### config.mk
export PLATFORM = sky130hd
export DESIGN_NAME = rpnh_mul
export DESIGN_NICKNAME = d
export VERILOG_FILES = /design/src/hw/rtl/rpnh_pkg.sv /design/src/hw/rtl/rpnh_mul.sv
export SDC_FILE = /design/constraint.sdc
export NUM_CORES = 2
export LEC_CHECK = 0
export ABC_CLOCK_PERIOD_IN_PS = 13900
export BUFFER_PORTS_ARGS = -buffer_cell sky130_fd_sc_hd__buf_4
export CORE_MARGIN = 1
export CORE_UTILIZATION = 55
export CTS_CLUSTER_DIAMETER = 200
export CTS_CLUSTER_SIZE = 25
export DETAILED_ROUTE_END_ITERATION = 10
export PLACE_DENSITY = 0.83
export REMOVE_ABC_BUFFERS = 1
export SYNTH_ARGS = -nofsm -noshare
export SYNTH_HDL_FRONTEND = slang
export SYNTH_SLANG_ARGS = --single-unit
### constraint.sdc
create_clock -name clock -period 13.9 [get_ports clock]
set_input_delay 0.695 -clock clock [delete_from_list [all_inputs] [get_ports clock]]
set_output_delay 0.695 -clock clock [all_outputs]
set_load 0.05 [all_outputs]
### src/hw/rtl/rpnh_pkg.sv
`timescale 1ns / 1ps
// ----------------------------------------------------------------------------
// rpnh_pkg : shared types and constants of the ray/polygon nearest-hit block
// Word layouts, arithmetic widths, register indexes and small helpers.
// ----------------------------------------------------------------------------
package rpnh_pkg;

   localparam int MAX_VERTICES = 16;
   localparam int IDX_W        = $clog2(MAX_VERTICES);
   localparam int CNT_W        = $clog2(MAX_VERTICES + 1);
   localparam int COUNT_W      = 5;
   localparam int COORD_W      = 32;
   localparam int DIFF_W       = COORD_W + 1;
   localparam int MUL_W        = DIFF_W + 2;
   localparam int PROD_W       = 2 * MUL_W;
   localparam int CROSS_W      = 68;
   localparam int HALF_W       = CROSS_W / 2;
   localparam int QUO_W        = 34;
   localparam int NUM_W        = CROSS_W + QUO_W;
   localparam int ROOT_W       = 34;
   localparam int SQV_W        = 2 * ROOT_W;
   localparam int OFS_W        = 31;
   localparam int CSR_IDX_W    = 2;
   localparam int CSR_W        = 32;

   localparam logic [CSR_IDX_W-1:0] CSR_VERTEX_COUNT = 2'd0;
   localparam logic [CSR_IDX_W-1:0] CSR_POS_X        = 2'd1;
   localparam logic [CSR_IDX_W-1:0] CSR_POS_Y        = 2'd2;

   localparam logic KIND_LOAD = 1'b0;
   localparam logic KIND_CAST = 1'b1;

   typedef logic signed [COORD_W-1:0] coord_type;
   typedef logic signed [DIFF_W-1:0]  diff_type;
   typedef logic signed [MUL_W-1:0]   op_type;
   typedef logic signed [PROD_W-1:0]  prod_type;
   typedef logic signed [CROSS_W-1:0] cross_type;

   typedef struct packed {
      logic       kind;
      logic [3:0] vertex_index;
      coord_type  vertex_x;
      coord_type  vertex_y;
      coord_type  ray_start_x;
      coord_type  ray_start_y;
      coord_type  ray_end_x;
      coord_type  ray_end_y;
      coord_type  best_x;
      coord_type  best_y;
   } req_type;

   typedef struct packed {
      logic             hit;
      coord_type        hit_x;
      coord_type        hit_y;
      coord_type        wall_start_x;
      coord_type        wall_start_y;
      coord_type        wall_end_x;
      coord_type        wall_end_y;
      logic [OFS_W-1:0] wall_offset;
   } rsp_type;

   // Signed difference of two coordinates, one bit wider so it never wraps.
   function automatic diff_type dif(input coord_type a, input coord_type b);
      return DIFF_W'(a) - DIFF_W'(b);
   endfunction

   // Object position plus a relative vertex, clamped to the 32-bit range.
   function automatic coord_type sat_add(input coord_type a, input coord_type b);
      logic signed [COORD_W:0] s;
      s = (COORD_W+1)'(a) + (COORD_W+1)'(b);
      if (s[COORD_W] != s[COORD_W-1]) begin
         return s[COORD_W] ? {1'b1, {(COORD_W-1){1'b0}}} : {1'b0, {(COORD_W-1){1'b1}}};
      end
      return s[COORD_W-1:0];
   endfunction

   // Strictly opposite sides: both non-zero and of different sign.
   function automatic logic opposite(input cross_type a, input cross_type b);
      return (a != '0) && (b != '0) && (a[CROSS_W-1] != b[CROSS_W-1]);
   endfunction

endpackage

### src/hw/rtl/rpnh_mul.sv
`timescale 1ns / 1ps
// ----------------------------------------------------------------------------
// rpnh_mul : shared signed multiplier
// One signed product per cycle, registered at the output.
// ----------------------------------------------------------------------------
module rpnh_mul (
   input  logic               clock,
   input  rpnh_pkg::op_type   op_a,
   input  rpnh_pkg::op_type   op_b,
   output rpnh_pkg::prod_type prod
);
   import rpnh_pkg::*;

   prod_type prod_ff;

   always_ff @(posedge clock) begin
      prod_ff <= op_a * op_b;
   end

   assign prod = prod_ff;

endmodule

After elaboration in Yosys (flattened, before gate mapping)
Index checks and enable logic that the tools add are counted.

word-level totals
  register bits after elaboration = 70
  output and inout bits = 70

cells by class
  $mul = 1

operators by type and width
  operator                                        number
  35-bit by 35-bit multiplier with 70-bit output  1

Depth between registers and ports, before layout
  word-level depth = 1
  mapped depth = 30
  gate-level depth less buffers = 28

Least setup slack after synthesis
OpenSTA, ideal clock, no wires.

  path type = in2reg
  start = in op_a[34]
  end = reg prod_ff[68] (netlist: prod[68])
  setup time = 0.123 ns
  arrival time = 8.560 ns
  required time = 13.777 ns
  slack = 5.217 ns
  cell stages on the path = 28
  path buffers = 3
  cells stage by stage = clkbuf_1 > clkbuf_1 > nand2_1 > inv_1 > fa_1 > fa_1 > fa_1 > inv_1 > fa_1 > inv_1 > fa_1 > fa_1 > fa_1 > inv_1 > fa_1 > inv_1 > ha_1 > buf_4 > a21o_1 > a21o_1 > a21oi_1 > o21ai_0 > a221o_1 > a21o_1 > a31oi_1 > o21a_1 > o21ai_1 > xor2_1

between the ends
  longest elaborated chain between the ends = 1

ends and longest elaborated chain
  item                                            RTL line        source
  start: declaration                              rpnh_mul.sv:8   input rpnh_pkg::op_type op_a,
  35-bit by 35-bit multiplier with 70-bit output  rpnh_mul.sv:17  prod_ff <= op_a * op_b;
  end signal: assignment                          rpnh_mul.sv:17
  end: declaration                                rpnh_mul.sv:14  prod_type prod_ff;

No other way between the ends.

Worst setup path after layout
Ends and elaborated chain as after synthesis.

==> flow_summary.ini <==
[synthesis]
seq_area_frac_synth_pct = 3.13
ys_ff_latch = 70
synth.most_common_cell = fa_1
synth_warnings = 0
netlist_area_mm2 = 0.0448
synth.distinct_cells = 71
syn_inst = 4671
syn_avg_cell_area_um2 = 9.60
synth_area_leaders = fa_1 (59%), inv_1 (9.7%), and2_1 (9.3%), ha_1 (5.8%), nand2_1 (4.8%)
synth_commonest_cells = fa_1 (1311), inv_1 (1158), and2_1 (667)
async_reset_ff_share_pct = 0
synth_edf_count = 0
yosys.area.top_type_share_pct = 58.5
yosysTopAreaCell = fa_1
ys.flop_type = dfxtp_1

[global_routing]
grt_usage_pct = 31.9
grt_pass1_vias = 36000
grt_overflow = 0
antenna_found_initial = 8
grt_max_degree = 36
grt_pass1_wl_um = 197000

[floorplanning]
dieArea_mm2 = 0.0827
start_util_pct = 55.7
coreArea_mm2 = 0.0805
die_w_um = 288
pin_count = 141
die_h_um = 288
rows = 104

[sta]
hold_viol_final = 0
setup_viol = 0
tightest_slew_ps = 750
fmax_mhz = 112
fin_setup_tns_ps = 0
fin_crit_ps = 8920
setup_slack_ps = 4980
relSlewSlack_pct = 49.5
maxSlewViolCount = 0
min_period_over_period_pct = 64.2
rsz0062_at_grt = no

[drt]
vias_per_cell = 5.63
wire_per_inst_um = 21.8
drt-total-wl_um = 123000
dr.pass1.iters = 7
drtIter0Drc = 2866
ant_nets = 0
drc = 0
vias = 31800

[hold_path]
min_from = op_b[0]
hp-class = input port to flip-flop
worstHoldPathCells = 2

[clock_tree]
cts_tree = built
cts_inserted_buffers = 9
cts-root-buf = clkbuf_16
post-cts-setup-buffers = 0
clock-sinks = 70
h-tree-depth = 3
cts_resized = 0
clockBufferDepth = 2
clk_pin_slew_ps = 70
cts_hold_buf = 0

[placed_design]
gp_congestion = 0.995
io_buffers = 140
pre_cts_slack_ps = 4570
dp_hpwl_um = 91700

[setup_path]
cp.required_ps = 14180
cp.arrival_ps = 9200
path_class = input port to flip-flop
crit_top_cell = fa_1
crit_fanout = 35
worstSetupStartpoint = op_a[34]
path_delay_family = adder cells
cp-end-kind = flip-flop
crit_buf_inv = 7
worst-path-stages = 27
startpoint_type = input port
cpPeakStageDelay_ps = 910
critical_path.slowest_cell = fa_1

[final_layout]
syn_to_final_growth_pct = 3.77
largest_reg_flops = 70
layout.nets = 6164
drive_gt1_share_pct = 4.02

[flow_run]
max_cap_violations = 0

[outcome]
status = finished clean
final timing paths:
path | slack [ps] | end
worst max-delay path | 4980 | prod[68]$_DFF_P_
worst min-delay path | 800 | prod[0]$_DFF_P_
final cells by class:
cell class,count,area (um^2)
inverters,1159,4350
fillers,6698,34000
flip-flops and latches,70,1400
well taps,1060,1330
clock buffers,10,229
diodes,2,5.00
clock inverters,6,93.8
multi-input cells,3191,38000
repair buffers,144,1080
cell usage in the layout, fill, tap and decap left out, types with 16 or more instances in the layout:
master,count
a21o_1,38
a21oi_1,75
and2_1,667
buf_4,144
dfxtp_1,70
fa_1,1310
ha_1,207
inv_1,1158
nand2_1,569
nand4_1,16
nor2_1,52
o21ai_0,32
xnor2_1,54
xor2_1,25
cell families (layout without fill, tap and decap cells):
family	Yosys count	in the layout	share of synthesized area [%]
fa+ha+maj	1518	1518	64.3
buf+inv	1410	1319	12.0
simple gates	1365	1365	15.6
compound gates	229	229	3.35
xor+xnor	79	79	1.54
flops	70	70	3.13
other cells	0	2	0
routing by layer:
metal  global-route usage [%]  up-vias  share of wire, %
met3                     7.54      461               9.9
li1                         -    13000                 -
met1                     38.3    16600                35
met2                     53.1     1700                49
met5                        0        -             0.041
met4                     17.2        8               6.2
stage by stage:
step	instances	hold slack, ps	area, um^2	util (%)
finish	5642	802	46500	57.8
global route	5641	790	46500	57.8
CTS	5640	770	46500	57.8
detailed placement	5624	1150	46200	57.4
global placement	5624	1150	46200	57.4
floorplan	4420	817	43800	-
Power is left out: the tool's default activity adds up to more than one toggle a clock period on the data nets, which glitch-free logic cannot reach.
