### src/hw/rtl/rpnh_pkg.sv
`timescale 1ns / 1ps
// ----------------------------------------------------------------------------
// rpnh_pkg : shared types and constants of the ray/polygon nearest-hit block
// Word layouts, arithmetic widths, register indexes and small helpers.
// ----------------------------------------------------------------------------
package rpnh_pkg;

   localparam int MAX_VERTICES = 16;
   localparam int IDX_W        = $clog2(MAX_VERTICES);
   localparam int CNT_W        = $clog2(MAX_VERTICES + 1);
   localparam int COUNT_W      = 5;
   localparam int COORD_W      = 32;
   localparam int DIFF_W       = COORD_W + 1;
   localparam int MUL_W        = DIFF_W + 2;
   localparam int PROD_W       = 2 * MUL_W;
   localparam int CROSS_W      = 68;
   localparam int HALF_W       = CROSS_W / 2;
   localparam int QUO_W        = 34;
   localparam int NUM_W        = CROSS_W + QUO_W;
   localparam int ROOT_W       = 34;
   localparam int SQV_W        = 2 * ROOT_W;
   localparam int OFS_W        = 31;
   localparam int CSR_IDX_W    = 2;
   localparam int CSR_W        = 32;

   localparam logic [CSR_IDX_W-1:0] CSR_VERTEX_COUNT = 2'd0;
   localparam logic [CSR_IDX_W-1:0] CSR_POS_X        = 2'd1;
   localparam logic [CSR_IDX_W-1:0] CSR_POS_Y        = 2'd2;

   localparam logic KIND_LOAD = 1'b0;
   localparam logic KIND_CAST = 1'b1;

   typedef logic signed [COORD_W-1:0] coord_type;
   typedef logic signed [DIFF_W-1:0]  diff_type;
   typedef logic signed [MUL_W-1:0]   op_type;
   typedef logic signed [PROD_W-1:0]  prod_type;
   typedef logic signed [CROSS_W-1:0] cross_type;

   typedef struct packed {
      logic       kind;
      logic [3:0] vertex_index;
      coord_type  vertex_x;
      coord_type  vertex_y;
      coord_type  ray_start_x;
      coord_type  ray_start_y;
      coord_type  ray_end_x;
      coord_type  ray_end_y;
      coord_type  best_x;
      coord_type  best_y;
   } req_type;

   typedef struct packed {
      logic             hit;
      coord_type        hit_x;
      coord_type        hit_y;
      coord_type        wall_start_x;
      coord_type        wall_start_y;
      coord_type        wall_end_x;
      coord_type        wall_end_y;
      logic [OFS_W-1:0] wall_offset;
   } rsp_type;

   // Signed difference of two coordinates, one bit wider so it never wraps.
   function automatic diff_type dif(input coord_type a, input coord_type b);
      return DIFF_W'(a) - DIFF_W'(b);
   endfunction

   // Object position plus a relative vertex, clamped to the 32-bit range.
   function automatic coord_type sat_add(input coord_type a, input coord_type b);
      logic signed [COORD_W:0] s;
      s = (COORD_W+1)'(a) + (COORD_W+1)'(b);
      if (s[COORD_W] != s[COORD_W-1]) begin
         return s[COORD_W] ? {1'b1, {(COORD_W-1){1'b0}}} : {1'b0, {(COORD_W-1){1'b1}}};
      end
      return s[COORD_W-1:0];
   endfunction

   // Strictly opposite sides: both non-zero and of different sign.
   function automatic logic opposite(input cross_type a, input cross_type b);
      return (a != '0) && (b != '0) && (a[CROSS_W-1] != b[CROSS_W-1]);
   endfunction

endpackage

### src/hw/rtl/rpnh_div.sv
`timescale 1ns / 1ps
// ----------------------------------------------------------------------------
// rpnh_div : restoring divider for the crossing ratio
// One quotient bit per cycle; the quotient is known to fit in QUO_W bits.
// ----------------------------------------------------------------------------
module rpnh_div (
   input  logic                         clock,
   input  logic                         reset,
   input  logic                         start,
   input  logic [rpnh_pkg::NUM_W-1:0]   num,
   input  logic [rpnh_pkg::CROSS_W-1:0] den,
   output logic                         done,
   output logic [rpnh_pkg::QUO_W-1:0]   quo
);
   import rpnh_pkg::*;

   localparam int CW = $clog2(QUO_W + 1);

   logic [CROSS_W-1:0] rem_ff, rem_in;
   logic [CROSS_W-1:0] den_ff, den_in;
   logic [QUO_W-1:0]   sh_ff, sh_in;
   logic [CW-1:0]      cnt_ff, cnt_in;
   logic               run_ff, run_in;
   logic               done_ff, done_in;
   logic [CROSS_W:0]   trial;

   always_comb begin
      rem_in  = rem_ff;
      den_in  = den_ff;
      sh_in   = sh_ff;
      cnt_in  = cnt_ff;
      run_in  = run_ff;
      done_in = 1'b0;
      trial   = {rem_ff, sh_ff[QUO_W-1]};
      if (start) begin
         rem_in = num[NUM_W-1:QUO_W];
         sh_in  = num[QUO_W-1:0];
         den_in = den;
         cnt_in = CW'(QUO_W);
         run_in = 1'b1;
      end else if (run_ff) begin
         if (trial >= {1'b0, den_ff}) begin
            rem_in = CROSS_W'(trial - {1'b0, den_ff});
            sh_in  = {sh_ff[QUO_W-2:0], 1'b1};
         end else begin
            rem_in = trial[CROSS_W-1:0];
            sh_in  = {sh_ff[QUO_W-2:0], 1'b0};
         end
         cnt_in = cnt_ff - CW'(1);
         if (cnt_ff == CW'(1)) begin
            run_in  = 1'b0;
            done_in = 1'b1;
         end
      end
   end

   always_ff @(posedge clock) begin
      rem_ff <= rem_in;
      den_ff <= den_in;
      sh_ff  <= sh_in;
      if (reset) begin
         cnt_ff  <= '0;
         run_ff  <= 1'b0;
         done_ff <= 1'b0;
      end else begin
         cnt_ff  <= cnt_in;
         run_ff  <= run_in;
         done_ff <= done_in;
      end
   end

   assign done = done_ff;
   assign quo  = sh_ff;

endmodule

### config.mk
export PLATFORM = sky130hd
export DESIGN_NAME = rpnh_div
export DESIGN_NICKNAME = d
export VERILOG_FILES = /design/src/hw/rtl/rpnh_pkg.sv /design/src/hw/rtl/rpnh_div.sv
export SDC_FILE = /design/constraint.sdc
export NUM_CORES = 1
export LEC_CHECK = 0
export BUFFER_PORTS_ARGS = -buffer_cell sky130_fd_sc_hd__buf_4
export CORE_ASPECT_RATIO = 1.1
export CORE_MARGIN = 2
export CORE_UTILIZATION = 56
export CTS_CLUSTER_DIAMETER = 40
export DETAILED_ROUTE_END_ITERATION = 10
export PLACE_DENSITY_LB_ADDON = 0.08
export SETUP_SLACK_MARGIN = 0.05
export SLEW_MARGIN = 20
export SYNTH_ARGS = -nofsm -noshare
export SYNTH_HDL_FRONTEND = slang
export SYNTH_SLANG_ARGS = --single-unit
export TNS_END_PERCENT = 20
### constraint.sdc
create_clock -name clock -period 9.08 [get_ports clock]
set_input_delay 1.362 -clock clock [delete_from_list [all_inputs] [get_ports clock]]
set_output_delay 1.362 -clock clock [all_outputs]
set_load 0.1 [all_outputs]
=== Word-level counts from Yosys, hierarchy flattened ===
Index checks and enable logic that the tools add are counted.

* Register bits after elaboration: 178
* Bits of input ports: 173
* Word-level logic and storage cells: 27

* Add/subtract/negate cells: 2
* Magnitude comparators: 1
* Eq/ne operators: 1
* Muxes and demuxes: 12
* Bitwise logic cells: 1
* Reduce and logical (&&, ||, !) cells: 3

{| class="wikitable"
|+ Operators by type and width
! cell !! count
|-
| two-way mux 68 bit || 3
|-
| greater-or-equal comparator 69 x 68 -> 1 bit || 1
|-
| two-way mux 34 bit || 2
|-
| subtractor 68 bit || 1
|-
| two-way mux 6 bit || 2
|-
| equality test 6 x 1 -> 1 bit, second input constant || 1
|-
| subtractor 6 x 1 -> 6 bit, second input constant || 1
|-
| two-way mux 1 bit || 5
|-
| OR reduction 3 bit || 1
|-
| nonzero test 2 bit || 1
|-
| OR reduction 2 bit || 1
|-
| inverter 1 bit || 1
|}

=== Logic depth before layout (Yosys ltp) ===
* Word-level depth: 4
* Mapped depth: 16

=== Least setup slack after synthesis ===
No wires, ideal clock.

* Path kind: input to register
* Start: input port start
* End: register sh_ff[0], in the netlist quo[0] (enable)
* Setup time: 0.417 ns
* Arrival: 3.542 ns
* Setup slack: 5.121 ns
* Stages on the path: 4
* Buffers on the path: 3
* Cell sequence: clkbuf_1 clkbuf_1 clkbuf_1 or2_2

* Longest elaborated chain between the ends: 1

{| class="wikitable"
|+ RTL lines
! item !! RTL line !! source
|-
| from (decl) || rpnh_div.sv:9 || <nowiki>input logic start,</nowiki>
|-
| nonzero test 2 bit (no line) || -- ||
|-
| to (signal assigned) || rpnh_div.sv:60 || <nowiki>sh_ff <= sh_in;</nowiki>
|-
| to (decl) || rpnh_div.sv:21 || <nowiki>logic [QUO_W-1:0] sh_ff, sh_in;</nowiki>
|}

No other way between the ends.
A chain may end at the register's enable or synchronous reset.

=== Final worst setup path ===
* Start: register rem_ff[19]
* End: register rem_ff[44] (data pin)

* Longest elaborated chain between the ends: 4
* Elaborated cells between the ends (all ways): 5

{| class="wikitable"
|+ RTL lines
! item !! RTL line !! source
|-
| from (decl) || rpnh_div.sv:19 || <nowiki>logic [CROSS_W-1:0] rem_ff, rem_in;</nowiki>
|-
| from (signal assigned) || rpnh_div.sv:58 || <nowiki>rem_ff <= rem_in;</nowiki>
|-
| subtractor 68 bit / greater-or-equal comparator 69 x 68 -> 1 bit (equally long branches) || rpnh_div.sv:43, rpnh_div.sv:42 ||
|-
| two-way mux 68 bit (*) || rpnh_div.sv:42 || <nowiki>if (trial >= {1'b0, den_ff}) begin</nowiki>
|-
| two-way mux 68 bit (*) || rpnh_div.sv:41 || <nowiki>end else if (run_ff) begin</nowiki>
|-
| two-way mux 68 bit (*) || rpnh_div.sv:35 || <nowiki>if (start) begin</nowiki>
|-
| net rem_in[44] || rpnh_div.sv:19 ||
|}

The timed path passes the listed nets; every way through them passes the cells marked *. The select of a mux whose other input is x is not followed.

==> flow_summary.ini <==
[outcome]
status = complete, no violations

[routing]
drtIter0Drc = 554
drt-total-wl_um = 27510
vias = 9159
postRouteAntennaNets = 0
drt-pass1-iter-count = 5
drc_errors = 0
post_drt_wl_per_cell_um = 17.57
via_per_inst = 5.849

[synth]
yosys_warnings = 0
synth_cell_types = 79
async_flop_share = 0
synthMuxAreaShare = 0.07293
synth_top_area_share = 0.4376
synthTopCellsByArea = edfxtp_1 (44%), ha_1 (7.5%), nand2_1 (3.8%), mux2_2 (3.6%), a21oi_1 (3.4%)
ys_ff_latch = 178
synthXorXnorAreaFrac = 0.05180
yosys.area_share.adder = 0.07679
syn_area_per_cell_um2 = 10.36
synthCells = 1126
synth_compound_area_frac = 0.1731
syn_nets = 1370
synth_top_family_by_area = compound AO/OA/AOI/OAI gates
synth_top_area_cell = edfxtp_1
synth-simple-area-share = 0.1236
synth_enable_flop_cells = 170
yosys_most_used_dff = edfxtp_1
synth_area_mm2 = 0.01167
yosysSeqAreaShare = 0.4513

[grt]
grt_max_degree = 166
first_global_vias = 9314
grt_pass1_wl_um = 44890
antenna_found_initial = 0
grt_usage = 0.2544
overflow = 0

[cells_and_area]
final_util = 0.6777
seqCellArea_mm2 = 0.005265
drive_gt1_frac = 0.2412
final_nets = 1541
fillers = 1667
num_antenna_cells = 0
syn_to_final_growth_pct = 19.12
multiInputGateArea_mm2 = 0.005814
fin_cells = 1566

[hold_path]
holdPathEnd = cnt_ff[0]
hold_depth = 2
hold_class = reg -> reg
hold_path_startpoint = cnt_ff[0]

[clock_network]
post_cts_buffers = 0
cts_buffer_depth = 2
post_cts_resized = 0
cts_buffers = 17
postCtsHoldBufs = 0
cts.sinks = 178
clock-root-buffer = clkbuf_16
clk_pin_slew_ps = 80
clk_latency_ps = 440
cts_tree = yes
cts.htree.levels = 4

[floorplan]
start_util = 0.5689
die-area_mm2 = 0.02200
rows = 55
die_y_um = 155.4
die_w_um = 141.6
core-area_mm2 = 0.02051
io_pins = 208

[critical_path]
worstPathRequired_ps = 9270
crit_fanout = 30
rr_startpoint = rem_ff[19]
startpoint_type = flop
cp.arrival_ps = 4840
worst-setup-path-type = reg -> reg
r2r_end = rem_ff[44]
reg2regPathDepth = 13
cp-end-kind = flop
reg2reg_slack_ps = 4430

[timing]
tightestPinTransition_ps = 1042
fin_setup_tns_ps = 0
fmax_ghz = 0.2151
skew_ps = 15.02
slew_violations = 0
holdWs_ps = 575.2
period_share = 0.5120
min_period_ps = 4649
rsz0062_at_grt = no
setup_violations = 0
relSlewSlack = 0.3057
hold_viol_final = 0

[placement]
port_buffers = 207
dp_cells = 1534
place_congestion = 0.9502
hpwl_um = 20110

[power]
p_seq_frac = 0.323
internal-power_mw = 2.125
power_frac_clock = 0.206
p_total_mw = 3.578
leakagePower_nw = 5.950
power.switching_mw = 1.453
switching_share = 0.4060
p_comb_frac = 0.471
peakVddDrop_v = 0.0001470
pwr_density_cell_mw_per_mm2 = 257.5

[run]
max-cap-violations = 0
## cell usage after synthesis (all sizes together), types with 7 or more instances
library cell	count
xnor2	41
o21ai	85
a21o	36
nor3	23
inv	82
nand4	25
edfxtp	170
clkbuf	37
and3	7
mux2i	40
a31oi	9
a21oi	87
nor2b	11
dfxtp	8
a221o	10
o21bai	12
nand3b	15
xor2	28
nand3	13
nand2	119
nor2	52
o311ai	15
mux2	40
ha	70
buf	22
## state kept, by name, summed over array words and instances (netlist names)
register / cells
den_ff: 68
rem_ff: 68
cnt_ff: 6
run_ff: 1
quo: 34
done: 1
## power groups by stage
stage / combinational [mW] / sequential, mW / clock [mW]
after floorplan: 1.21 / 1.27 / 0
after global placement: 1.65 / 1.16 / 0
after detailed placement: 1.67 / 1.17 / 0
after CTS: 1.68 / 1.15 / 0.749
after global routing: 1.86 / 1.17 / 0.778
final: 1.69 / 1.16 / 0.737
## stage by stage
step                      setup slack (ps)  area (um2)
after floorplan                       5121       11670
after global placement                4506       13310
after detailed placement              4440       13310
after CTS                             4402       13900
after global routing                  4077       13900
final                                 4431       13900
## worst max-delay path by stage
stage,start,to,depth (start not counted)
after global placement,rem_ff[3],rem_ff[44],13
final,rem_ff[19],rem_ff[44],13
after global routing,rem_ff[19],rem_ff[44],13
after floorplan,start,quo[0],4
after detailed placement,rem_ff[3],rem_ff[44],13
after CTS,rem_ff[19],rem_ff[44],13
## layout make-up
| cell class | instances | share of cell area |
|---|---|---|
| Clock buffer | 18 | 0.03088 |
| Clock inverter | 14 | 0.01134 |
| Inverter | 82 | 0.02215 |
| Multi-Input combinational cell | 807 | 0.4184 |
| Sequential cell | 178 | 0.3789 |
| Tap cell | 256 | 0.02305 |
| Timing Repair Buffer | 211 | 0.1153 |
## layer usage
metal | vias to the layer above | wire, um | global-route usage
met1 | 4371 | 12270 | 0.3325
met4 | 0 | 455 | 0.07429
met3 | 40 | 1819 | 0.05879
met2 | 274 | 12970 | 0.4249
met5 | - | 0 | 0
li1 | 4474 | - | -
## worst max-delay path: stages, from the launching register on
cell and delay (ps):
edfxtp_1 410, ha_1 380, a21oi_1 350, o21ai_0 190
o311ai_1 440, a31oi_4 80, nand4_1 130, nand2_1 120
a2bb2oi_2 210, o21ai_2 120, a31oi_4 840, buf_4 500
mux2_1 360, mux2_2 260
## placed cells by master (no fill, tap or decap), types with 5 or more instances in the layout
master | synthesis | final
a211oi_1 | 5 | 5
a21o_1 | 36 | 36
a21oi_1 | 80 | 80
a21oi_2 | 7 | 7
a221o_1 | 10 | 10
a31oi_1 | 7 | 7
and3_1 | 7 | 7
and3b_1 | 5 | 5
buf_4 | 1 | 209
clkbuf_16 | 0 | 17
dfxtp_1 | 8 | 8
edfxtp_1 | 170 | 170
ha_1 | 70 | 70
inv_1 | 82 | 82
inv_8 | 0 | 6
mux2_2 | 37 | 37
mux2i_1 | 40 | 40
nand2_1 | 119 | 119
nand2b_1 | 6 | 6
nand3_1 | 12 | 12
nand3b_1 | 15 | 15
nand4_1 | 25 | 25
nor2_1 | 51 | 51
nor2b_1 | 11 | 11
nor3_1 | 21 | 21
o21ai_0 | 32 | 32
o21ai_1 | 51 | 51
o21bai_1 | 11 | 11
o311ai_1 | 14 | 14
xnor2_1 | 41 | 41
xor2_1 | 28 | 28
## cell families after synthesis
family	count (synthesis)
and+or+nand+nor	293
AOI/OAI and AO/OA	294
xor gates and xnor gates	69
DFF	178
buffers and inverters	141
muxes	80
adders and majority gates	71
Note: power is estimated with default switching activity, not from simulation.
