**src/hw/rtl/rpnh_pkg.sv**
```systemverilog
`timescale 1ns / 1ps
// ----------------------------------------------------------------------------
// rpnh_pkg : shared types and constants of the ray/polygon nearest-hit block
// Word layouts, arithmetic widths, register indexes and small helpers.
// ----------------------------------------------------------------------------
package rpnh_pkg;

   localparam int MAX_VERTICES = 16;
   localparam int IDX_W        = $clog2(MAX_VERTICES);
   localparam int CNT_W        = $clog2(MAX_VERTICES + 1);
   localparam int COUNT_W      = 5;
   localparam int COORD_W      = 32;
   localparam int DIFF_W       = COORD_W + 1;
   localparam int MUL_W        = DIFF_W + 2;
   localparam int PROD_W       = 2 * MUL_W;
   localparam int CROSS_W      = 68;
   localparam int HALF_W       = CROSS_W / 2;
   localparam int QUO_W        = 34;
   localparam int NUM_W        = CROSS_W + QUO_W;
   localparam int ROOT_W       = 34;
   localparam int SQV_W        = 2 * ROOT_W;
   localparam int OFS_W        = 31;
   localparam int CSR_IDX_W    = 2;
   localparam int CSR_W        = 32;

   localparam logic [CSR_IDX_W-1:0] CSR_VERTEX_COUNT = 2'd0;
   localparam logic [CSR_IDX_W-1:0] CSR_POS_X        = 2'd1;
   localparam logic [CSR_IDX_W-1:0] CSR_POS_Y        = 2'd2;

   localparam logic KIND_LOAD = 1'b0;
   localparam logic KIND_CAST = 1'b1;

   typedef logic signed [COORD_W-1:0] coord_type;
   typedef logic signed [DIFF_W-1:0]  diff_type;
   typedef logic signed [MUL_W-1:0]   op_type;
   typedef logic signed [PROD_W-1:0]  prod_type;
   typedef logic signed [CROSS_W-1:0] cross_type;

   typedef struct packed {
      logic       kind;
      logic [3:0] vertex_index;
      coord_type  vertex_x;
      coord_type  vertex_y;
      coord_type  ray_start_x;
      coord_type  ray_start_y;
      coord_type  ray_end_x;
      coord_type  ray_end_y;
      coord_type  best_x;
      coord_type  best_y;
   } req_type;

   typedef struct packed {
      logic             hit;
      coord_type        hit_x;
      coord_type        hit_y;
      coord_type        wall_start_x;
      coord_type        wall_start_y;
      coord_type        wall_end_x;
      coord_type        wall_end_y;
      logic [OFS_W-1:0] wall_offset;
   } rsp_type;

   // Signed difference of two coordinates, one bit wider so it never wraps.
   function automatic diff_type dif(input coord_type a, input coord_type b);
      return DIFF_W'(a) - DIFF_W'(b);
   endfunction

   // Object position plus a relative vertex, clamped to the 32-bit range.
   function automatic coord_type sat_add(input coord_type a, input coord_type b);
      logic signed [COORD_W:0] s;
      s = (COORD_W+1)'(a) + (COORD_W+1)'(b);
      if (s[COORD_W] != s[COORD_W-1]) begin
         return s[COORD_W] ? {1'b1, {(COORD_W-1){1'b0}}} : {1'b0, {(COORD_W-1){1'b1}}};
      end
      return s[COORD_W-1:0];
   endfunction

   // Strictly opposite sides: both non-zero and of different sign.
   function automatic logic opposite(input cross_type a, input cross_type b);
      return (a != '0) && (b != '0) && (a[CROSS_W-1] != b[CROSS_W-1]);
   endfunction

endpackage

```
**src/hw/rtl/rpnh_sqrt.sv**
```systemverilog
`timescale 1ns / 1ps
// ----------------------------------------------------------------------------
// rpnh_sqrt : digit-by-digit integer square root
// One root bit per cycle; the root is clamped to the offset width.
// ----------------------------------------------------------------------------
module rpnh_sqrt (
   input  logic                       clock,
   input  logic                       reset,
   input  logic                       start,
   input  logic [rpnh_pkg::SQV_W-1:0] value,
   output logic                       done,
   output logic [rpnh_pkg::OFS_W-1:0] ofs
);
   import rpnh_pkg::*;

   localparam int CW    = $clog2(ROOT_W + 1);
   localparam int REM_W = ROOT_W + 5;

   logic [SQV_W-1:0]  v_ff, v_in;
   logic [REM_W-1:0]  rem_ff, rem_in;
   logic [ROOT_W-1:0] root_ff, root_in;
   logic [CW-1:0]     cnt_ff, cnt_in;
   logic              run_ff, run_in;
   logic              done_ff, done_in;
   logic [REM_W-1:0]  trial;
   logic [REM_W-1:0]  test;

   always_comb begin
      v_in    = v_ff;
      rem_in  = rem_ff;
      root_in = root_ff;
      cnt_in  = cnt_ff;
      run_in  = run_ff;
      done_in = 1'b0;
      trial   = {rem_ff[REM_W-3:0], v_ff[SQV_W-1:SQV_W-2]};
      test    = REM_W'({root_ff, 2'b01});
      if (start) begin
         v_in    = value;
         rem_in  = '0;
         root_in = '0;
         cnt_in  = CW'(ROOT_W);
         run_in  = 1'b1;
      end else if (run_ff) begin
         v_in = {v_ff[SQV_W-3:0], 2'b00};
         if (trial >= test) begin
            rem_in  = trial - test;
            root_in = {root_ff[ROOT_W-2:0], 1'b1};
         end else begin
            rem_in  = trial;
            root_in = {root_ff[ROOT_W-2:0], 1'b0};
         end
         cnt_in = cnt_ff - CW'(1);
         if (cnt_ff == CW'(1)) begin
            run_in  = 1'b0;
            done_in = 1'b1;
         end
      end
   end

   always_ff @(posedge clock) begin
      v_ff    <= v_in;
      rem_ff  <= rem_in;
      root_ff <= root_in;
      if (reset) begin
         cnt_ff  <= '0;
         run_ff  <= 1'b0;
         done_ff <= 1'b0;
      end else begin
         cnt_ff  <= cnt_in;
         run_ff  <= run_in;
         done_ff <= done_in;
      end
   end

   assign done = done_ff;
   assign ofs  = (|root_ff[ROOT_W-1:OFS_W]) ? {OFS_W{1'b1}} : root_ff[OFS_W-1:0];

endmodule

```
**config.mk**
```make
export PLATFORM = sky130hd
export DESIGN_NAME = rpnh_sqrt
export DESIGN_NICKNAME = d
export VERILOG_FILES = /design/src/hw/rtl/rpnh_pkg.sv /design/src/hw/rtl/rpnh_sqrt.sv
export SDC_FILE = /design/constraint.sdc
export NUM_CORES = 1
export LEC_CHECK = 0
export BUFFER_PORTS_ARGS = -buffer_cell sky130_fd_sc_hd__buf_2
export CAP_MARGIN = 10
export CORE_MARGIN = 3
export CORE_UTILIZATION = 55
export CTS_CLUSTER_SIZE = 10
export DETAILED_ROUTE_END_ITERATION = 7
export PLACE_DENSITY = 0.76
export SETUP_SLACK_MARGIN = 0.3
export SLEW_MARGIN = 20
export SYNTH_ARGS = -nofsm -noshare
export SYNTH_HDL_FRONTEND = slang
export SYNTH_SLANG_ARGS = --single-unit
```
**constraint.sdc**
```tcl
create_clock -name clock -period 9 [get_ports clock]
set_input_delay 2.7 -clock clock [delete_from_list [all_inputs] [get_ports clock]]
set_output_delay 2.7 -clock clock [all_outputs]
set_load 0.02 [all_outputs]
```
# Word-level counts from Yosys, hierarchy flattened
# Cells that the tools add are included.
# classes
eq_ne	1
n_mux	11
add_sub_neg	2
bitwise	1
magnitude_cmp	1
reduce_logical	4
# ops
operator	count
68-bit 2-to-1 mux	2
39-bit by 36-bit greater-or-equal comparator with 1-bit output	1
37-bit 2-to-1 mux	1
37-bit by 36-bit subtractor with 37-bit output	1
31-bit 2-to-1 mux	1
6-bit 2-to-1 mux	2
6-bit by 1-bit == test with 1-bit output (second input constant)	1
3-bit OR reduction	2
6-bit by 1-bit subtractor with 6-bit output (second input constant)	1
1-bit 2-to-1 mux	5
2-bit nonzero test	1
2-bit OR reduction	1
1-bit NOT	1
# word_totals
reg_bits	147
wordCells	27
out_inout_bits	32

# Longest topological paths before layout
# Gate-level depths: netlist of run 1.
# logic_depth
depth_word	4
ltp_mapped	14
depth_no_buf	11

# Worst setup path before layout of run 1
# OpenSTA, ideal clock, no wires.
# synth_path
path_type	input port to flip-flop
start	input start
end	register v_ff[0], enable pin
arrival_ns	4.300
setup_slack_ns	4.278
path_buffers	1
setup_time_ns	0.422
cell_stages	3
cell_sequence	nor2_1 clkbuf_1 inv_1
# synth_between
elab_chain_len	1
# synth_rtl
element	line	rtl
from (decl)	rpnh_sqrt.sv:9	input logic start,
2-bit nonzero test (no source line)	-	
to (signal assigned)	rpnh_sqrt.sv:61	v_ff <= v_in;
to (decl)	rpnh_sqrt.sv:19	logic [SQV_W-1:0] v_ff, v_in;
# Every way passes these cells.
# A chain may end at the register's enable or synchronous reset.

# Worst setup path in the final report of run 1
# layout_path
start	register root_ff[33]
end	output ofs[20] (netlist bit)
# layout_between
elab_chain_len	2
# layout_rtl
element	line	rtl
from (decl)	rpnh_sqrt.sv:21	logic [ROOT_W-1:0] root_ff, root_in;
from (signal assigned)	rpnh_sqrt.sv:63	root_ff <= root_in;
3-bit OR reduction	rpnh_sqrt.sv:76	assign ofs = (|root_ff[ROOT_W-1:OFS_W]) ? {OFS_W{1'b1}} : root_ff[OFS_W-1:0];
31-bit 2-to-1 mux	rpnh_sqrt.sv:76	
to (decl)	rpnh_sqrt.sv:12	output logic [rpnh_pkg::OFS_W-1:0] ofs
# Every way passes these cells.

==> reports/summary.log, run 1 <==
[critical_path] data arrival time of the critical path 2010 ps
[clock_tree] post-CTS setup buffer count 0
[placement] final weighted congestion of routability-driven global placement 0.891
[synthesis] sequential area share after synthesis 43.5%
[die] total I/O pin count 103
[layout] number of fillers in the final layout 1214
[pwr] Max IR drop VDD 182 uV
[clock_tree] CTS Hold Bufs 0
[routing] length of the first detailed-routing pass in iterations 5
[pwr] proportion of total power due to net switching 39.0%
[routing] count of nets left with antenna violations after detail routing 0
[routing] vias after detailed routing 6260
[clock_tree] number of instances resized during post-cts repair 0
[timing] Total Negative Setup Slacks 0 ps
[routing] DRC errors left 0
[global_routing] Total GRT Usage 21.9%
[routing] Highest Signal Layer met4
[die] vertical extent of the die 129 um
[pwr] part of the power in registers 27.9%
[global_routing] global-route wire length before repair 29200 um
[pwr] clock power share 24.0%
[pwr] overall power consumption 3.10 mW
[run_status] result of the run completed
[routing] DR WL met2 8170 um
[global_routing] largest net degree at the start of global routing 87
[die] placement row count 44
[critical_path] classification of the worst setup path flip-flop to output port
[layout] antenna diode count 0
[die] die area 16600 um^2
[global_routing] vias in the first global route 6025
[routing] average routed wire per standard cell 15.6 um
[worst_hold_path] Hold WC Path Type flip-flop to flip-flop
[layout] most common library cell in the layout ignoring fill and taps sky130_fd_sc_hd__buf_2
[critical_path] Critical Path Start Type flip-flop
[die] initial cell density of the core 56.8%
[clock_tree] number of sinks driven by the clock tree 147
[layout] synthesis-to-finish area growth 14.2%
[routing] drt total wl 17400 um
[timing] minimum period implied by the final worst setup slack 4710 ps
[placement] post-detail-place hpwl 11900 um
[timing] timing-limited maximum frequency 212 MHz
[routing] initial drt markers 397
[layout] fraction of final layout cells sized beyond drive strength 1 24.2%
[global_routing] GRT Residual Overflow 0
[layout] Finished Core Util 64.9%
[pwr] internal power contribution 1.89 mW
[clock_tree] cell at the root of the clock tree sky130_fd_sc_hd__clkbuf_16
[timing] worst clock skew on the final layout 9.35 ps
[job] maxcap violations 0
[timing] number of failing hold endpoints at the final stage 0
[critical_path] type of destination of the critical path output port
[synthesis] Yosys warning count 0
[synthesis] prevailing post-synth register cell sky130_fd_sc_hd__dfxtp_1
[pwr] part of the power in combinational logic 48.1%
[routing] DR WL met3 1080 um
[pwr] Pleak 4.23 nW
[layout] most frequent cells in the layout sky130_fd_sc_hd__buf_2 (101), sky130_fd_sc_hd__nor2_1 (90), sky130_fd_sc_hd__dfxtp_1 (78)
[pwr] power density over the cells 326 nW/um^2
[synthesis] asr flop ratio synth 0%
[die] core area 14600 um^2
[clock_tree] number of clock buffers inserted by TritonCTS 17
[timing] Slew @ Worst Pin 976 ps
[clock_tree] H-Tree Depth 4
[routing] detailed-route vias per instance 5.62
[synthesis] Synth Register Bits 147
[global_routing] number of antenna violations at the first check in global routing 0
[timing] Final period util 52.4%
[timing] headroom to the max-slew limit 34.8%
[synthesis] post-synthesis cell count 842
[die] Die W 129 um
[clock_tree] clock tree from TritonCTS yes
[clock_tree] Max clock buf depth 2
[synthesis] Post-Synthesis Cell Area 8320 um^2
[timing] number of pins with negative max-slew slack in the final report 0
[layout] final-stage net count 1025
[pwr] net load switching power 1.21 mW
[synthesis] post-synth cell types 66
[routing] detailed-routing wirelength on met1 7970 um
[timing] RSZ-0062 raised after global routing false
[synthesis] synthesized area per cell 9.88 um^2
[placement] PortBufs 102
[synthesis] number of flops mapped to enable cells by yosys 68
[clock_tree] Reg clk slew, reported paths 60 ps
[clock_tree] worst-skew pair later-pin latency 430 ps
[synthesis] Synthesized Nets 951
[timing] Setup-failing EPs final 0
[critical_path] required time reported for the critical path endpoint 6300 ps
[critical_path] highest net fanout along the worst path 11
power by group through the flow:
| stage | logic, mW | registers (mW) | clock network (mW) |
|---|---|---|---|
| 6_report | 1.49 | 0.865 | 0.742 |
| 3_3_place_gp | 1.44 | 0.876 | 0 |
| 3_5_place_dp | 1.46 | 0.876 | 0 |
| 2_1_floorplan | 1.25 | 0.851 | 0 |
| 4_1_cts | 1.48 | 0.865 | 0.754 |
| 5_1_grt | 1.66 | 0.877 | 0.779 |
critical path: stages (launching register included):
cell and delay [ps]:
sky130_fd_sc_hd__dfxtp_1 330, sky130_fd_sc_hd__nor3_2 720, sky130_fd_sc_hd__buf_4 310, sky130_fd_sc_hd__nand2_1 70, sky130_fd_sc_hd__buf_2 150
sequential cells by signal, indices dropped and copies added (netlist names):
register  flops
cnt_ff        6
done          1
rem_ff       37
root_ff      34
run_ff        1
v_ff         68
area by class of cell:
class / count / area [um^2] / share of cell area (%)
clock inverters: 11 / 139 / 1.46
repair buffers: 108 / 558 / 5.87
clock buffers: 21 / 482 / 5.07
flip-flops and latches: 147 / 3630 / 38.2
multi-input cells: 593 / 4280 / 45.1
well taps: 184 / 230 / 2.42
inverters: 49 / 184 / 1.94
final timing paths:
check | cells after the start | start | slack, ps | to
setup / recovery | 4 | root_ff[33]$_SDFFE_PP0P_ | 4290 | ofs[20]
hold / removal | 2 | rem_ff[36]$_SDFFE_PP0P_ | 490 | rem_ff[36]$_SDFFE_PP0P_
setup reg to reg | 11 | root_ff[19]$_SDFFE_PP0P_ | 5640 | rem_ff[34]$_SDFFE_PP0P_
hold reg to reg | 2 | rem_ff[36]$_SDFFE_PP0P_ | 490 | rem_ff[36]$_SDFFE_PP0P_
cell usage after synthesis, types with 3 or more instances:
| cell | count | share of area, % |
|---|---|---|
| sky130_fd_sc_hd__dfxtp_1 | 79 | 19 |
| sky130_fd_sc_hd__a21oi_1 | 39 | 2.3 |
| sky130_fd_sc_hd__mux2_2 | 66 | 8.9 |
| sky130_fd_sc_hd__mux2i_1 | 51 | 6.1 |
| sky130_fd_sc_hd__buf_2 | 6 | 0.36 |
| sky130_fd_sc_hd__inv_1 | 49 | 2.2 |
| sky130_fd_sc_hd__buf_6 | 3 | 0.41 |
| sky130_fd_sc_hd__a31o_2 | 3 | 0.32 |
| sky130_fd_sc_hd__o21ai_1 | 7 | 0.42 |
| sky130_fd_sc_hd__nor2_1 | 90 | 4.1 |
| sky130_fd_sc_hd__nand3_1 | 14 | 0.84 |
| sky130_fd_sc_hd__edfxtp_1 | 68 | 25 |
| sky130_fd_sc_hd__o21bai_1 | 7 | 0.63 |
| sky130_fd_sc_hd__o221ai_1 | 4 | 0.42 |
| sky130_fd_sc_hd__clkbuf_1 | 39 | 1.8 |
| sky130_fd_sc_hd__xor2_1 | 14 | 1.5 |
| sky130_fd_sc_hd__a211oi_1 | 22 | 2.0 |
| sky130_fd_sc_hd__a31oi_1 | 4 | 0.30 |
| sky130_fd_sc_hd__o211ai_1 | 9 | 0.81 |
| sky130_fd_sc_hd__buf_1 | 3 | 0.14 |
| sky130_fd_sc_hd__a22o_1 | 5 | 0.53 |
| sky130_fd_sc_hd__o21a_1 | 3 | 0.27 |
| sky130_fd_sc_hd__a21o_1 | 18 | 1.6 |
| sky130_fd_sc_hd__nand2_1 | 73 | 3.3 |
| sky130_fd_sc_hd__ha_1 | 38 | 5.7 |
| sky130_fd_sc_hd__or3_1 | 3 | 0.23 |
| sky130_fd_sc_hd__nor3_1 | 13 | 0.78 |
| sky130_fd_sc_hd__and3_1 | 3 | 0.23 |
| sky130_fd_sc_hd__nand2b_1 | 11 | 0.83 |
| sky130_fd_sc_hd__o21ai_0 | 20 | 1.2 |
| sky130_fd_sc_hd__xnor2_1 | 21 | 2.2 |
| sky130_fd_sc_hd__and2_1 | 5 | 0.38 |
| sky130_fd_sc_hd__nor2b_1 | 3 | 0.23 |
| sky130_fd_sc_hd__nand4_1 | 11 | 0.83 |
routing by layer:
metal	vias to the layer above	global-route usage [%]
met3	16	7.26
met1	2927	29.0
li1	3159	-
met5	-	0
met2	158	34.3
met4	0	6.36
per-stage QoR:
stage | instance area (um^2) | std cells | hold slack (ps) | worst slack, ps
after floorplan | 8320 | 842 | 454 | 4280
after global placement | 8880 | 1081 | 472 | 4220
after detailed placement | 8880 | 1081 | 484 | 4190
after CTS | 9500 | 1113 | 494 | 4220
after global routing | 9500 | 1113 | 518 | 4130
final | 9500 | 1113 | 494 | 4290
logic make-up after synthesis:
kind of cell	share of synthesized area, %
multiplexers	15.1
XOR/XNOR	3.68
AND/OR/NAND/NOR	12.6
adder cells (fa/ha/maj)	5.71
buffers and inverters	5.02
flip-flops	43.5
AO/OA/AOI/OAI	14.3
No activity file was read; power rests on OpenSTA's default activity.
==> inputs of run 2 (changes only) <==
Clock period 9 ns to 4.41 ns, I/O delays scaled along.
==> run 2 against run 1 <==
  * Final cell count barely moved
  * Register-to-register slack got worse by 4300 ps
  * Flip-flop and latch count did not move
  * Via count fell by 0.91%
  * Combinational power rose by 100%
  * Clock power rose by 89%
  * Core utilization fell by 0.21 points
  * First-iteration DRC count fell by 13%
  * Power rose by 99%
  * Count of clock-buffer cells in the layout did not move
  * Sequential share of layout area rose by 0.13 points
==> reports/summary.log, run 2 (synthesis gave the netlist of run 1 again) <==
[critical_path] worst setup slack for register-to-register paths 1300 ps [-4340 ps]
[global_routing] vias in the first global route 6025 [unchanged]
[layout] most frequent cells in the layout sky130_fd_sc_hd__buf_2 (101), sky130_fd_sc_hd__nor2_1 (90), sky130_fd_sc_hd__dfxtp_1 (78)
[critical_path] Critical Path Start Type flip-flop
[routing] drt total wl 16900 um [-2.9%]
[routing] count of nets left with antenna violations after detail routing 0 [unchanged]
[critical_path] cell chain of the critical path inv_1 -> ha_1 -> a21o_1 -> a21o_1 -> a21oi_1 -> o21ai_0 -> a31o_2 -> a41o_4 -> and4b_1 -> or3_1
[placement] Area after DPL 8890 um^2 [about the same]
[critical_path] critical path buffer and inverter count 1 [-1]
[layout] antenna diode count 0 [unchanged]
[critical_path] classification of the worst setup path flip-flop to flip-flop
[routing] length of the first detailed-routing pass in iterations 5 [unchanged]
[clock_tree] post-CTS setup buffer count 0 [unchanged]
[placement] PortBufs 102 [unchanged]
[run_status] result of the run completed
[timing] Setup-failing EPs final 0 [unchanged]
[layout] synthesis-to-finish area growth 13.8%
[global_routing] global-route wire length before repair 28800 um [-1.4%]
[timing] Final period util 70.5%
[layout] top flop regs v_ff (68), rem_ff (37), root_ff (34)
[worst_hold_path] Worst Hold Path EP rem_ff[35]$_SDFFE_PP0P_
[clock_tree] worst-skew pair later-pin latency 430 ps [about the same]
[timing] worst clock skew on the final layout 11.1 ps [+1.73 ps]
[timing] Worst Hold Margin 490 ps [-3.87 ps]
[clock_tree] cell at the root of the clock tree sky130_fd_sc_hd__clkbuf_16
[layout] fraction of final layout cells sized beyond drive strength 1 24.0% [-0.19 points]
[critical_path] most used cell along the critical path sky130_fd_sc_hd__a21o_1
[layout] register ranked first by flip-flop count v_ff
[die] initial cell density of the core 56.8% [unchanged]
[timing] minimum period implied by the final worst setup slack 3110 ps
[die] placement row count 44 [unchanged]
[routing] initial drt markers 346 [-13%]
[clock_tree] number of instances resized during post-cts repair 0 [unchanged]
[clock_tree] Reg clk slew, reported paths 60 ps [about the same]
[layout] Finished Core Util 64.7% [-0.21 points]
[layout] area of all placed cells without fillers 9470 um^2 [-0.33%]
[global_routing] largest net degree at the start of global routing 97 [+11%]
[critical_path] cell count of the worst reg-to-reg path 10 [-1]
[worst_hold_path] worst hold start rem_ff[35]$_SDFFE_PP0P_
[critical_path] required time reported for the critical path endpoint 4720 ps [-1580 ps]
[worst_hold_path] depth of the worst hold-timing path 2 [unchanged]
[pwr] overall power consumption 6.15 mW [+99%]
[critical_path] peak per-stage delay on the critical path 470 ps [-250 ps]
[critical_path] highest net fanout along the worst path 58 [+47]
[layout] most common library cell in the layout ignoring fill and taps sky130_fd_sc_hd__buf_2
[critical_path] slowest CP cell sky130_fd_sc_hd__a41o_4
[pwr] Max IR drop VDD 450 uV [+150%]
[die] vertical extent of the die 129 um [unchanged]
[critical_path] cell family with the largest share of critical-path delay compound AO/OA/AOI/OAI gates
[layout] flip-flop count of the largest register, all copies and words added 68 [unchanged]
[clock_tree] Max clock buf depth 2 [unchanged]
[timing] Slew @ Worst Pin 1070 ps [+95.8 ps]
[routing] average routed wire per standard cell 15.2 um [-2.8%]
[global_routing] GRT Residual Overflow 0 [unchanged]
[routing] vias after detailed routing 6203 [-0.91%]
[critical_path] path length in cells of the critical path 10 [+6]
[routing] detailed-route vias per instance 5.58 [-0.82%]
[critical_path] type of destination of the critical path flip-flop
[die] Die W 129 um [unchanged]
[critical_path] launching point of the worst reg2reg path root_ff[26]$_SDFFE_PP0P_
[routing] DRC errors left 0 [unchanged]
[timing] Total Negative Setup Slacks 0 ps [unchanged]
[timing] timing-limited maximum frequency 322 MHz
[pwr] power density over the cells 649 nW/um^2 [+99%]
[pwr] Pleak 4.20 nW [-0.53%]
[die] core area 14600 um^2 [unchanged]
[clock_tree] number of sinks driven by the clock tree 147 [unchanged]
[layout] final-stage net count 1024 [-0.098%]
[timing] number of failing hold endpoints at the final stage 0 [unchanged]
[die] total I/O pin count 103 [unchanged]
[timing] headroom to the max-slew limit 28.4% [-6.4 points]
[die] die area 16600 um^2 [unchanged]
[placement] post-detail-place hpwl 11600 um [-2.1%]
[timing] RSZ-0062 raised after global routing false
[timing] number of pins with negative max-slew slack in the final report 0 [unchanged]
[global_routing] number of antenna violations at the first check in global routing 0 [unchanged]
[global_routing] Total GRT Usage 21.2% [-0.65 points]
[clock_tree] CTS Hold Bufs 0 [unchanged]
[placement] final weighted congestion of routability-driven global placement 0.851 [-4.5%]
[clock_tree] clock tree from TritonCTS yes
[critical_path] R2R Path End rem_ff[29]$_SDFFE_PP0P_
[job] maxcap violations 0 [unchanged]
[clock_tree] H-Tree Depth 4 [unchanged]
[worst_hold_path] Hold WC Path Type flip-flop to flip-flop
[clock_tree] number of clock buffers inserted by TritonCTS 17 [unchanged]
[critical_path] data arrival time of the critical path 3420 ps [+1410 ps]
[run 2: cell type report]
class | instances | area (um^2)
Tap cell | 184 | 230
Fill cell | 1245 | 5170
Timing Repair Buffer | 107 | 563
Inverter | 49 | 184
Clock buffer | 21 | 483
Multi-Input combinational cell | 593 | 4290
Clock inverter | 11 | 91.3
Sequential cell | 147 | 3630
[run 2: where the power goes]
group	leakage, nW	switching, mW	internal (mW)
logic	2.60	1.66	1.32
registers	1.33	0.139	1.63
clock network	0.274	0.601	0.799
[run 2: worst reg2reg max path: stages (launching register included)]
cell                      delay (ps)
sky130_fd_sc_hd__dfxtp_1         350
sky130_fd_sc_hd__inv_1            60
sky130_fd_sc_hd__ha_1            400
sky130_fd_sc_hd__a21o_1          220
sky130_fd_sc_hd__a21o_1          170
sky130_fd_sc_hd__a21oi_1         140
sky130_fd_sc_hd__o21ai_0         200
sky130_fd_sc_hd__a31o_2          310
sky130_fd_sc_hd__a41o_4          470
sky130_fd_sc_hd__and4b_1         320
sky130_fd_sc_hd__or3_1           350
[run 2: per-layer routing]
layer  track usage (%)  vias to the layer above  wire length (um)
met1              28.3                     2882              7810
met4              5.68                        0               210
met3              7.26                       17              1100
li1                  -                     3158                 -
met5                 0                        -                 0
met2              33.1                      146              7750
[run 2: worst max path at each step]
stage / startpoint / endpoint / slack, ps
floorplan: start / v_ff[0]$_SDFFCE_PN0P_ / 1070
global placement: root_ff[26]$_SDFFE_PP0P_ / rem_ff[29]$_SDFFE_PP0P_ / 1060
detailed placement: root_ff[8]$_SDFFE_PP0P_ / rem_ff[34]$_SDFFE_PP0P_ / 1010
CTS: root_ff[8]$_SDFFE_PP0P_ / rem_ff[34]$_SDFFE_PP0P_ / 990
global route: root_ff[4]$_SDFFE_PP0P_ / rem_ff[34]$_SDFFE_PP0P_ / 1060
finish: root_ff[26]$_SDFFE_PP0P_ / rem_ff[29]$_SDFFE_PP0P_ / 1300
[run 2: per-stage QoR]
step,setup WS (ps),cells
floorplan,1070,842
global placement,1060,1080
detailed placement,1010,1080
CTS,992,1112
global route,1060,1112
finish,1300,1112
==> inputs of run 3 (changes only) <==
Settings changed: ABC_AREA set to 1.
Clock period 4.41 ns to 2.92 ns, I/O delays scaled along.
==> run 3 against run 2 <==
  * Register-to-register slack worse by 820 ps
  * Area after synthesis is 6.4% higher
  * Final cell count is 46% higher
  * Maximum frequency is 28% higher
  * Flip-flop and latch count unchanged
  * Non-clock buffer count rose by 8
  * Sequential power rose by 44%
  * Final area rose by 7.3%
  * Clock skew increased by 0.57 ps
  * Core utilization rose by 0.97 points
==> reports/summary.log, run 3 <==
[global_routing] largest net degree at the start of global routing 65 [-33%]
[synthesis] area fraction of the dominant cell type after synthesis 26.9% [+2.3 points]
[routing] DRC errors left 0 [unchanged]
[die] vertical extent of the die 133 um [+3.0%]
[critical_path] classification of the worst setup path flip-flop to flip-flop
[synthesis] prevailing post-synth register cell sky130_fd_sc_hd__dfxtp_1
[critical_path] cell family with the largest share of critical-path delay simple AND/OR/NAND/NOR gates
[synthesis] post-synthesis cell count 1307 [+55%]
[clock_tree] Max clock buf depth 2 [unchanged]
[die] Die W 133 um [+3.0%]
[layout] final-stage net count 1506 [+47%]
[pwr] Pleak 5.64 nW [+34%]
[timing] number of failing hold endpoints at the final stage 0 [unchanged]
[timing] Setup-failing EPs final 0 [unchanged]
[placement] worst slack at placement 522 ps [-490 ps]
[synthesis] Post-Synthesis Cell Area 8850 um^2 [+6.4%]
[timing] Final period util 83.4% [+13 points]
[layout] synthesis-to-finish area growth 14.8%
[synthesis] synthesized area per cell 6.77 um^2 [-31%]
[synthesis] Yosys warning count 0 [unchanged]
[critical_path] cell chain of the critical path inv_1 -> ha_1 -> nand2_1 -> inv_1 -> a21oi_1 -> nand2_1 -> nand2_1 -> nand3_1 -> nor2_2 -> buf_4 -> nand3_1 -> nand2_1 -> nand2_1 -> nand2_1
[global_routing] number of antenna violations at the first check in global routing 0 [unchanged]
[critical_path] type of destination of the critical path flip-flop
[synthesis] Synth Register Bits 147 [unchanged]
[critical_path] critical path buffer and inverter count 3 [+2]
[timing] minimum period implied by the final worst setup slack 2440 ps [-674 ps]
[synthesis] sequential area share after synthesis 40.9% [-2.6 points]
[layout] top flop regs v_ff (68), rem_ff (37), root_ff (34)
[timing] number of pins with negative max-slew slack in the final report 0 [unchanged]
[die] total I/O pin count 103 [unchanged]
[layout] register ranked first by flip-flop count v_ff
[die] initial cell density of the core 57.2% [+0.35 points]
[timing] RSZ-0062 raised after global routing false
[routing] count of nets left with antenna violations after detail routing 0 [unchanged]
[clock_tree] H-Tree Depth 4 [unchanged]
[clock_tree] Reg clk slew, reported paths 70 ps [about the same]
[die] placement row count 45 [+2.3%]
[timing] headroom to the max-slew limit 64.1% [+36 points]
[clock_tree] number of sinks driven by the clock tree 147 [unchanged]
[placement] final weighted congestion of routability-driven global placement 0.991 [+17%]
[run_status] result of the run completed
[die] core area 15500 um^2 [+5.7%]
[routing] initial drt markers 528 [+53%]
[routing] vias after detailed routing 8368 [+35%]
[clock_tree] clock tree from TritonCTS yes
[layout] antenna diode count 0 [unchanged]
[placement] PortBufs 102 [unchanged]
[pwr] Max IR drop VDD 672 uV [+49%]
[timing] Total Negative Setup Slacks 0 ps [unchanged]
[routing] drt total wl 22300 um [+32%]
[synthesis] Synthesized Nets 1416 [+49%]
[layout] fraction of final layout cells sized beyond drive strength 1 12.1% [-12 points]
[global_routing] global-route wire length before repair 36900 um [+28%]
[synthesis] top cells by area in the synthesized netlist sky130_fd_sc_hd__nand2_1 (27%), sky130_fd_sc_hd__edfxtp_1 (23%), sky130_fd_sc_hd__dfxtp_1 (18%)
[layout] most common library cell in the layout ignoring fill and taps sky130_fd_sc_hd__nand2_1
[job] maxcap violations 0 [unchanged]
[critical_path] most used cell along the critical path sky130_fd_sc_hd__nand2_1
[placement] post-detail-place hpwl 15900 um [+37%]
[layout] flip-flop count of the largest register, all copies and words added 68 [unchanged]
[critical_path] required time reported for the critical path endpoint 3290 ps [-1430 ps]
[critical_path] data arrival time of the critical path 2800 ps [-620 ps]
[global_routing] GRT Residual Overflow 0 [unchanged]
[routing] length of the first detailed-routing pass in iterations 5 [unchanged]
[pwr] power density over the cells 1020 nW/um^2 [+58%]
[global_routing] vias in the first global route 7897 [+31%]
[clock_tree] number of clock buffers inserted by TritonCTS 17 [unchanged]
[timing] worst clock skew on the final layout 11.6 ps [+0.566 ps]
[timing] timing-limited maximum frequency 411 MHz [+28%]
[layout] most frequent cells in the layout sky130_fd_sc_hd__nand2_1 (634), sky130_fd_sc_hd__inv_1 (154), sky130_fd_sc_hd__buf_2 (102)
[synthesis] list of most frequent post-synthesis cells sky130_fd_sc_hd__nand2_1 (634), sky130_fd_sc_hd__inv_1 (154), sky130_fd_sc_hd__dfxtp_1 (79)
[synthesis] number of flops mapped to enable cells by yosys 68 [unchanged]
[synthesis] post-synth cell types 37 [-44%]
[clock_tree] worst-skew pair later-pin latency 430 ps [about the same]
[synthesis] asr flop ratio synth 0% [unchanged]
[global_routing] Total GRT Usage 25.5% [+4.3 points]
[timing] Slew @ Worst Pin 538 ps [-534 ps]
[routing] average routed wire per standard cell 13.8 um [-9.2%]
[synthesis] area leader, netlist sky130_fd_sc_hd__nand2_1
[worst_hold_path] Hold WC Path Type flip-flop to flip-flop
[layout] area of all placed cells without fillers 10200 um^2 [+7.3%]
[placement] Area after DPL 9580 um^2 [+7.8%]
[critical_path] peak per-stage delay on the critical path 370 ps [-100 ps]
[critical_path] Critical Path Start Type flip-flop
[routing] detailed-route vias per instance 5.16 [-7.5%]
[critical_path] highest net fanout along the worst path 30 [-48%]
[synthesis] dominant cell by count in the synthesized netlist sky130_fd_sc_hd__nand2_1
[critical_path] slowest CP cell sky130_fd_sc_hd__ha_1
[timing] final setup slack of the worst path 485 ps [-816 ps]
[die] die area 17700 um^2 [+6.1%]
[clock_tree] cell at the root of the clock tree sky130_fd_sc_hd__clkbuf_16
-- run 3: metrics by stage --
stage,utilization (%),power (mW),hold slack (ps),cells
floorplan,-,6.86,427,1307
global placement,61.9,8.14,448,1589
detailed placement,61.9,8.18,450,1589
CTS,65.6,10.4,461,1621
global route,65.7,11.3,488,1621
finish,65.7,10.4,464,1621
-- run 3: tightest hold or removal path, stage by stage, from the launching register on --
cell	delay [ps]
sky130_fd_sc_hd__dfxtp_1	310
sky130_fd_sc_hd__nand2_1	60
sky130_fd_sc_hd__nand2_1	50
-- run 3: per-layer routing --
layer  global-route usage, %  wire [um]
met4                    8.83        541
met1                    32.4       9990
met2                    43.2      10600
met3                    5.32       1160
met5                       0          0
-- run 3: logic make-up (layout without fill, tap and decap cells) --
kind of cell / Yosys count / in the layout / share of synthesized area (%)
xor+xnor: 21 / 21 / 2.08
simple gates: 810 / 810 / 36.6
flops: 147 / 147 / 40.9
compound gates: 90 / 90 / 6.01
buf+inv: 201 / 304 / 9.00
fa+ha+maj: 38 / 38 / 5.37
-- run 3: timing repair --
action	4_1_cts	5_1_grt
hold buffers	0	0
buffers inserted	0	0
setup endpoints to repair	0	24
gates resized for setup	0	3
-- run 3: area by class of cell --
| type | count | area [um^2] |
|---|---|---|
| fill | 1453 | 5320 |
| inverter | 157 | 592 |
| timing repair buffer | 115 | 658 |
| tap | 211 | 264 |
| multi-input combinational | 959 | 4450 |
| sequential | 147 | 3620 |
| clock inverter | 14 | 145 |
| clock buffer | 18 | 429 |
-- run 3: worst paths after layout --
kind	from	to	slack (ps)	cells after the start
setup / recovery	root_ff[27]$_SDFFE_PP0P_	rem_ff[19]$_SDFFE_PP0P_	480	14
hold / removal	rem_ff[35]$_SDFFE_PP0P_	rem_ff[35]$_SDFFE_PP0P_	460	2
setup reg to reg	root_ff[27]$_SDFFE_PP0P_	rem_ff[19]$_SDFFE_PP0P_	480	14
hold reg to reg	rem_ff[35]$_SDFFE_PP0P_	rem_ff[35]$_SDFFE_PP0P_	460	2
-- run 3: power by group --
part	switching, mW	internal (mW)
clock network	0.946	1.20
registers	0.131	2.42
logic	3.86	1.86
